<file path="config.mk">
export PLATFORM = sky130hd
export DESIGN_NAME = auto_gain_ranging_top
export DESIGN_NICKNAME = d
export VERILOG_FILES = /design/src/hdl/agr_pkg.sv /design/src/hdl/agr_channel.sv /design/src/hdl/auto_gain_ranging_top.sv
export SDC_FILE = /design/constraint.sdc
export NUM_CORES = 2
export LEC_CHECK = 0
export BUFFER_PORTS_ARGS = -buffer_cell sky130_fd_sc_hd__buf_2
export CELL_PAD_IN_SITES_DETAIL_PLACEMENT = 2
export CELL_PAD_IN_SITES_GLOBAL_PLACEMENT = 2
export CORE_MARGIN = 5
export CORE_UTILIZATION = 41
export DETAILED_ROUTE_END_ITERATION = 7
export PLACE_DENSITY_LB_ADDON = 0.1
export SETUP_SLACK_MARGIN = 0.02
export SLEW_MARGIN = 10
export SYNTH_ARGS = -nofsm -noshare
export SYNTH_HDL_FRONTEND = slang
export SYNTH_HIERARCHICAL = 1
export SYNTH_SLANG_ARGS = --single-unit
export TNS_END_PERCENT = 1
</file>
<file path="constraint.sdc">
create_clock -name clk -period 11.25 [get_ports clk]
set_input_delay 2.25 -clock clk [delete_from_list [all_inputs] [get_ports clk]]
set_output_delay 2.25 -clock clk [all_outputs]
set_load 0.05 [all_outputs]
</file>
<file path="src/hdl/agr_pkg.sv">
// ----------------------------------------------------------------------------
// agr_pkg
// types and constants of the auto gain ranging block
// ----------------------------------------------------------------------------
package agr_pkg;

  localparam int DATA_W    = 32;
  localparam int CFG_IDX_W = 2;
  localparam int OUT_GAIN_W = 3;

  // configuration register indexes
  localparam logic [CFG_IDX_W-1:0] REG_VOLT_REAL = 2'd0;
  localparam logic [CFG_IDX_W-1:0] REG_VOLT_IMAG = 2'd1;
  localparam logic [CFG_IDX_W-1:0] REG_CURR_REAL = 2'd2;
  localparam logic [CFG_IDX_W-1:0] REG_CURR_IMAG = 2'd3;

  // closeness windows for component detection
  localparam logic signed [DATA_W:0] Z_CLOSE  = 33'sd15000;
  localparam logic signed [DATA_W:0] VI_CLOSE = 33'sd100;

  // one measurement, z_real in the lowest bits
  typedef struct packed {
    logic signed [DATA_W-1:0] i_imag;
    logic signed [DATA_W-1:0] i_real;
    logic signed [DATA_W-1:0] v_imag;
    logic signed [DATA_W-1:0] v_real;
    logic signed [DATA_W-1:0] z_imag;
    logic signed [DATA_W-1:0] z_real;
  } meas_t;

  // one result, voltage_gain in the lowest bits
  typedef struct packed {
    logic                  settled;
    logic                  measuring;
    logic [OUT_GAIN_W-1:0] current_gain;
    logic [OUT_GAIN_W-1:0] voltage_gain;
  } result_t;

  // per-channel search status
  typedef struct packed {
    logic en;
    logic done;
  } chan_ctl_t;

  // |a - b| < lim at full width
  function automatic logic near(input logic signed [DATA_W-1:0] a,
                                input logic signed [DATA_W-1:0] b,
                                input logic signed [DATA_W:0]   lim);
    logic signed [DATA_W:0] d;
    d = (DATA_W+1)'(a) - (DATA_W+1)'(b);
    return (d < lim) && (d > -lim);
  endfunction

endpackage

</file>
<file path="src/hdl/agr_channel.sv">
// ----------------------------------------------------------------------------
// agr_channel
// one search step of a single amplifier channel
// ----------------------------------------------------------------------------
module agr_channel #(
  parameter int GAIN_W   = 3,
  parameter int MAX_GAIN = 7,
  parameter int WAVES    = 4,
  parameter int LIM_W    = 35
) (
  input  agr_pkg::chan_ctl_t             ctl_i,
  input  logic signed [agr_pkg::DATA_W-1:0] re_i,
  input  logic signed [agr_pkg::DATA_W-1:0] im_i,
  input  logic [agr_pkg::DATA_W-1:0]     lim_re_i,
  input  logic [agr_pkg::DATA_W-1:0]     lim_im_i,
  input  logic [GAIN_W-1:0]              gain_i,
  output logic [GAIN_W-1:0]              gain_o,
  output logic                           done_o
);
  import agr_pkg::*;

  logic [DATA_W-1:0] mag_re, mag_im;
  logic [LIM_W-1:0]  top_re, top_im;
  logic              over;

  // two's complement magnitude, most negative value maps to 2^31
  assign mag_re = re_i[DATA_W-1] ? (~re_i + 1'b1) : re_i;
  assign mag_im = im_i[DATA_W-1] ? (~im_i + 1'b1) : im_i;

  assign top_re = LIM_W'(lim_re_i) * LIM_W'(WAVES);
  assign top_im = LIM_W'(lim_im_i) * LIM_W'(WAVES);

  assign over = (LIM_W'(mag_re) > top_re) || (LIM_W'(mag_im) > top_im);

  always_comb begin
    gain_o = gain_i;
    done_o = ctl_i.done;
    if (ctl_i.en && !ctl_i.done) begin
      if (over) begin
        if (gain_i != '0) gain_o = gain_i - 1'b1;
        done_o = 1'b1;
      end else if (gain_i < GAIN_W'(MAX_GAIN)) begin
        gain_o = gain_i + 1'b1;
      end else begin
        done_o = 1'b1;
      end
    end
  end

endmodule

</file>
<file path="src/hdl/auto_gain_ranging_top.sv">
// ----------------------------------------------------------------------------
// auto_gain_ranging_top
// gain search for an impedance meter: detects a new component and steps
// the voltage and current amplifier gains until both channels settle
// ----------------------------------------------------------------------------
// structure: an input register, then a result register; the search step
//   sits between them
// throughput: 1 request per cycle while out_tready is high; a stalled
//   result register holds the input stage and the search state
// reset: synchronous active-low rst_n clears limits, previous measurement,
//   gains, search flags and both valid registers; no clearing pass
module auto_gain_ranging_top #(
  parameter int MAX_GAIN_INDEX = 7,
  parameter int WAVES_SUMMED   = 4
) (
  input  logic                           clk,
  input  logic                           rst_n,
  // configuration write port
  input  logic                           cfg_we,
  input  logic [agr_pkg::CFG_IDX_W-1:0]  cfg_index,
  input  logic [agr_pkg::DATA_W-1:0]     cfg_wdata,
  // measurement requests
  input  logic                           in_tvalid,
  output logic                           in_tready,
  // z_real[31:0], z_imag[63:32], v_real[95:64], v_imag[127:96],
  // i_real[159:128], i_imag[191:160]
  input  logic [6*agr_pkg::DATA_W-1:0]   in_tdata,
  // gain results
  output logic                           out_tvalid,
  input  logic                           out_tready,
  // voltage_gain[2:0], current_gain[5:3], measuring[6], settled[7]
  output logic [7:0]                     out_tdata
);
  import agr_pkg::*;

  // gain counter must hold MAX_GAIN_INDEX itself
  localparam int GAIN_W = (MAX_GAIN_INDEX > 1) ? $clog2(MAX_GAIN_INDEX + 1) : 1;
  // limit times number of summed waveforms, never wraps
  localparam int LIM_W  = DATA_W + $clog2(WAVES_SUMMED + 1);

  // calibrated limits
  logic [DATA_W-1:0] volt_real_lim_r, volt_imag_lim_r;
  logic [DATA_W-1:0] curr_real_lim_r, curr_imag_lim_r;

  // input stage
  logic  in_valid_r;
  meas_t in_data_r;

  // search state
  meas_t             prev_r;
  logic              active_r, volt_done_r, curr_done_r;
  logic [GAIN_W-1:0] volt_gain_r, curr_gain_r;
  logic              active_nxt, volt_done_nxt, curr_done_nxt;
  logic [GAIN_W-1:0] volt_gain_nxt, curr_gain_nxt;

  // result stage
  logic    out_valid_r, out_valid_nxt;
  result_t out_data_r, out_data_nxt;

  logic              advance;
  logic              detect, act, done_now;
  logic [GAIN_W-1:0] volt_gain_start, curr_gain_start;
  chan_ctl_t         volt_ctl, curr_ctl;

  // the step moves when the input stage holds a request and the result
  // register is empty or being drained this cycle
  assign advance   = in_valid_r && (!out_valid_r || out_tready);
  assign in_tready = !in_valid_r || advance;

  // ------------------------------------------------------------------
  // configuration writes
  // ------------------------------------------------------------------
  always_ff @(posedge clk) begin
    if (!rst_n) begin
      volt_real_lim_r <= '0;
      volt_imag_lim_r <= '0;
      curr_real_lim_r <= '0;
      curr_imag_lim_r <= '0;
    end else if (cfg_we) begin
      unique case (cfg_index)
        REG_VOLT_REAL: volt_real_lim_r <= cfg_wdata;
        REG_VOLT_IMAG: volt_imag_lim_r <= cfg_wdata;
        REG_CURR_REAL: curr_real_lim_r <= cfg_wdata;
        REG_CURR_IMAG: curr_imag_lim_r <= cfg_wdata;
        default: ;
      endcase
    end
  end

  // ------------------------------------------------------------------
  // input register
  // ------------------------------------------------------------------
  always_ff @(posedge clk) begin
    if (!rst_n) begin
      in_valid_r <= 1'b0;
    end else if (in_tready) begin
      in_valid_r <= in_tvalid;
    end
  end

  always_ff @(posedge clk) begin
    if (in_tvalid && in_tready) in_data_r <= in_tdata;
  end

  // ------------------------------------------------------------------
  // detection and search step
  // ------------------------------------------------------------------
  // new component: idle, impedance steady, and voltage or current steady
  assign detect = !active_r
               && near(in_data_r.z_real, prev_r.z_real, Z_CLOSE)
               && near(in_data_r.z_imag, prev_r.z_imag, Z_CLOSE)
               && ((near(in_data_r.v_real, prev_r.v_real, VI_CLOSE)
                    && near(in_data_r.v_imag, prev_r.v_imag, VI_CLOSE))
                || (near(in_data_r.i_real, prev_r.i_real, VI_CLOSE)
                    && near(in_data_r.i_imag, prev_r.i_imag, VI_CLOSE)));

  assign act             = active_r || detect;
  assign volt_gain_start = detect ? '0 : volt_gain_r;
  assign curr_gain_start = detect ? '0 : curr_gain_r;
  assign volt_ctl        = '{en: act, done: detect ? 1'b0 : volt_done_r};
  assign curr_ctl        = '{en: act, done: detect ? 1'b0 : curr_done_r};

  agr_channel #(
    .GAIN_W  (GAIN_W),
    .MAX_GAIN(MAX_GAIN_INDEX),
    .WAVES   (WAVES_SUMMED),
    .LIM_W   (LIM_W)
  ) u_volt (
    .ctl_i   (volt_ctl),
    .re_i    (in_data_r.v_real),
    .im_i    (in_data_r.v_imag),
    .lim_re_i(volt_real_lim_r),
    .lim_im_i(volt_imag_lim_r),
    .gain_i  (volt_gain_start),
    .gain_o  (volt_gain_nxt),
    .done_o  (volt_done_nxt)
  );

  agr_channel #(
    .GAIN_W  (GAIN_W),
    .MAX_GAIN(MAX_GAIN_INDEX),
    .WAVES   (WAVES_SUMMED),
    .LIM_W   (LIM_W)
  ) u_curr (
    .ctl_i   (curr_ctl),
    .re_i    (in_data_r.i_real),
    .im_i    (in_data_r.i_imag),
    .lim_re_i(curr_real_lim_r),
    .lim_im_i(curr_imag_lim_r),
    .gain_i  (curr_gain_start),
    .gain_o  (curr_gain_nxt),
    .done_o  (curr_done_nxt)
  );

  // search ends once both channels have settled
  assign done_now   = act && volt_done_nxt && curr_done_nxt;
  assign active_nxt = act && !done_now;

  always_comb begin
    out_data_nxt.voltage_gain = OUT_GAIN_W'(volt_gain_nxt);
    out_data_nxt.current_gain = OUT_GAIN_W'(curr_gain_nxt);
    out_data_nxt.measuring    = active_nxt;
    out_data_nxt.settled      = done_now;
    out_valid_nxt             = advance || (out_valid_r && !out_tready);
  end

  // ------------------------------------------------------------------
  // state and result registers
  // ------------------------------------------------------------------
  always_ff @(posedge clk) begin
    if (!rst_n) begin
      prev_r      <= '0;
      active_r    <= 1'b0;
      volt_done_r <= 1'b0;
      curr_done_r <= 1'b0;
      volt_gain_r <= '0;
      curr_gain_r <= '0;
      out_valid_r <= 1'b0;
    end else begin
      out_valid_r <= out_valid_nxt;
      if (advance) begin
        // previous measurement is always kept
        prev_r      <= in_data_r;
        active_r    <= active_nxt;
        volt_done_r <= volt_done_nxt;
        curr_done_r <= curr_done_nxt;
        volt_gain_r <= volt_gain_nxt;
        curr_gain_r <= curr_gain_nxt;
      end
    end
  end

  always_ff @(posedge clk) begin
    if (advance) out_data_r <= out_data_nxt;
  end

  assign out_tvalid = out_valid_r;
  assign out_tdata  = out_data_r;

endmodule

</file>
==> results.json <==
{
  "mappedNetlistNets": 5283,
  "cts_sinks": 531,
  "netlist.area_leader.share": 0.173,
  "rr_startpoint": "in_data_r[102]",
  "root_buffer": "clkbuf_16",
  "post_cts_resized": 0,
  "relSlewSlack": 0.160,
  "post-cts-setup-buffers": 0,
  "ir_worst_vdd_uv": 153,
  "ctsHoldBuffers": 0,
  "regToRegSetupSlack_ns": 4.35,
  "nNetsFinal": 5416,
  "areaGrowthSynthToFinish_pct": 11.2,
  "status": "finished clean",
  "core.rowCount": 112,
  "antenna_found_initial": 20,
  "maxCapViolCount": 0,
  "cp.arrival_ns": 7.45,
  "grt_pass1_wl_microns": 223000,
  "worstMarginPinSlew_ns": 1.26,
  "holdCritStartpoint": "prev_r[51]",
  "synth-seq-cells": 531,
  "finalSetupTns_ns": 0,
  "min_path_type": "register to register",
  "p_sw_frac": 0.332,
  "yosys.area.top_type": "dfxtp_1",
  "synthArstFlopShare": 0,
  "num_vias": 35756,
  "first_iter_violations": 1613,
  "comb_power_share": 0.247,
  "io_pins": 241,
  "rsz0062_at_grt": "false",
  "grt_max_degree": 227,
  "drc": 0,
  "p_int_uw": 3910,
  "critPathMaxFanout": 9,
  "cp.required_ns": 11.80,
  "min_to": "prev_r[51]",
  "power.leakage_uw": 0.0156,
  "wl_microns": 145000,
  "die_width_microns": 316,
  "postSynthAreaPerCell_sq_um": 8.13,
  "wl_per_cell_microns": 23.5,
  "viasPerCell": 5.79,
  "r2r_end": "curr_gain_r[0]",
  "synth_cell_types": 105,
  "drv_slew": 0,
  "initial_utilization": 0.412,
  "r2r_cells": 19,
  "period_needed_ns": 6.90,
  "clock_path_buffers": 3,
  "power_density_nw_per_um2": 137,
  "post-dp-hpwl_microns": 110000,
  "final_cell_mix": "930 x nand2_1, 386 x inv_1, 350 x a21boi_0",
  "ant_nets": 0,
  "grt_usage": 0.282,
  "cp-start-kind": "register",
  "finalCoreUtilization": 0.458,
  "core_sq_um": 93200,
  "max_freq_mhz": 145,
  "final_layout_size_suffix_gt1_frac": 0.0913,
  "ys.flop_type": "dfxtp_1",
  "syn_area_sq_um": 38400,
  "clock_latency_ns": 0.65,
  "setup_viol": 0,
  "fin_skew_ns": 0.0335,
  "crit_type": "register to register",
  "cts_made_buffers": 67,
  "finalHoldViolCount": 0,
  "die_h_microns": 316,
  "hold_depth": 2,
  "firstDrtPassIters": 5,
  "synthCells": 4722,
  "overflow": 0,
  "die_area_sq_um": 99900,
  "ys_top_cells_by_area": "dfxtp_1 17%, edfxtp_1 16%, ha_1 11%",
  "synth-edff-count": 200,
  "min_period_over_period": 0.613,
  "grt_pass1_vias": 38979,
  "final_common_cell": "nand2_1",
  "io_buffer_count": 240,
  "place.gp.congestion": 0.922,
  "seqPwrFrac": 0.375,
  "clkPwrFrac": 0.378,
  "cts_tree": "built",
  "path_clk_slew_ns": 0.06,
  "yosysWarnings": 6,
  "endpoint_kind": "register",
  "p_switching_uw": 1940,
  "ys_seq_area_frac": 0.329,
  "htree_num_levels": 3
}
-- flip-flops by register name (all words and copies together) (netlist names) --
| name | flops |
|---|---|
| in_data_r | 192 |
| prev_r | 192 |
| curr_imag_lim_r | 32 |
| curr_real_lim_r | 32 |
| volt_imag_lim_r | 32 |
| volt_real_lim_r | 32 |
| out_tdata | 8 |
| curr_gain_r | 3 |
| volt_gain_r | 3 |
| active_r | 1 |
| curr_done_r | 1 |
| in_valid_r | 1 |
| out_tvalid | 1 |
| volt_done_r | 1 |
-- power by group through the flow --
stage | clock, uW | sequential [uW] | combinational (uW)
3_3_place_gp | 0 | 2220 | 1370
3_5_place_dp | 0 | 2230 | 1420
6_report | 2210 | 2190 | 1450
4_1_cts | 2270 | 2190 | 1440
5_1_grt | 2350 | 2200 | 1590
2_1_floorplan | 0 | 2200 | 980
-- worst max-delay path: stages, from the launching register on --
cell and delay [ns]:
edfxtp_1 0.56, ha_1 0.43, a21oi_1 0.32, o21ai_0 0.18
a211oi_1 0.78, xor2_1 0.23, nor4b_1 0.52, nand4b_1 0.19
nor4_1 0.29, nand4b_1 0.15, a211oi_1 1.02, o41ai_4 0.24
a21boi_1 0.48, inv_1 0.13, ha_1 0.25, ha_1 0.24
o211a_1 0.13, nor4_1 0.39, nand2_1 0.09, a21boi_0 0.19
-- logic make-up after synthesis --
family | after synthesis | synth area share
compound gates | 1317 | 0.233
xor+xnor | 255 | 0.0582
fa+ha+maj | 330 | 0.109
buf+inv | 579 | 0.0610
flops | 531 | 0.329
mux | 15 | 0.00414
simple gates | 1695 | 0.206
-- per-stage QoR --
stage | instances | total power (uW) | hold slack, ns | area [sq um] | setup slack (ns)
2_1_floorplan | 4722 | 3180 | 0.438 | 38400 | 3.55
3_3_place_gp | 6040 | 3600 | 0.448 | 40400 | 4.73
3_5_place_dp | 6040 | 3650 | 0.462 | 40400 | 4.42
4_1_cts | 6163 | 5900 | 0.470 | 42700 | 4.42
5_1_grt | 6167 | 6140 | 0.479 | 42700 | 3.91
6_report | 6176 | 5850 | 0.468 | 42700 | 4.35
-- area by class of cell --
type	instances	area (sq um)
clock buffer	94	1970
timing repair buffer	256	1340
multi-input combinational	3612	23400
sequential	531	12600
tap	1254	1570
inverter	387	1460
clock inverter	29	251
fill	10561	50500
antenna	13	32.5
-- per-layer routing --
layer,routed length [microns],track usage
met2,70100,0.494
met5,46,0
met1,63000,0.351
met4,5740,0.102
met3,5940,0.0462
-- cell usage after synthesis (13+ instances only) --
cell	instances
nand2_1	930
inv_1	387
a21boi_0	350
dfxtp_1	331
ha_1	324
a21oi_1	295
o21ai_0	207
edfxtp_1	200
nor2_1	189
xnor2_1	169
clkbuf_1	158
nand4_1	91
xor2_1	86
nor3_1	84
nand3_1	68
a21o_1	59
nor4_1	56
a211oi_1	46
o211ai_1	44
o21a_1	41
o31ai_1	38
nand2b_1	33
a31oi_1	30
nor2b_1	29
or2_2	27
or3_1	27
o21bai_1	23
and4_1	22
and3_1	21
or4_1	21
and2_1	19
nand3b_1	17
o41ai_1	13
-- worst max-delay path by stage --
stage / from / end / slack [ns] / cells after the start
after detailed placement: in_data_r[160] / volt_gain_r[1] / 4.42 / 22
after CTS: in_data_r[160] / curr_gain_r[0] / 4.42 / 22
after global routing: in_data_r[160] / volt_gain_r[1] / 3.91 / 22
after global placement: in_data_r[96] / volt_gain_r[0] / 4.73 / 22
after floorplan: out_tready / in_data_r[0] / 3.55 / 3
final: in_data_r[102] / curr_gain_r[0] / 4.35 / 19
Note: power is estimated with default switching activity, not from simulation.
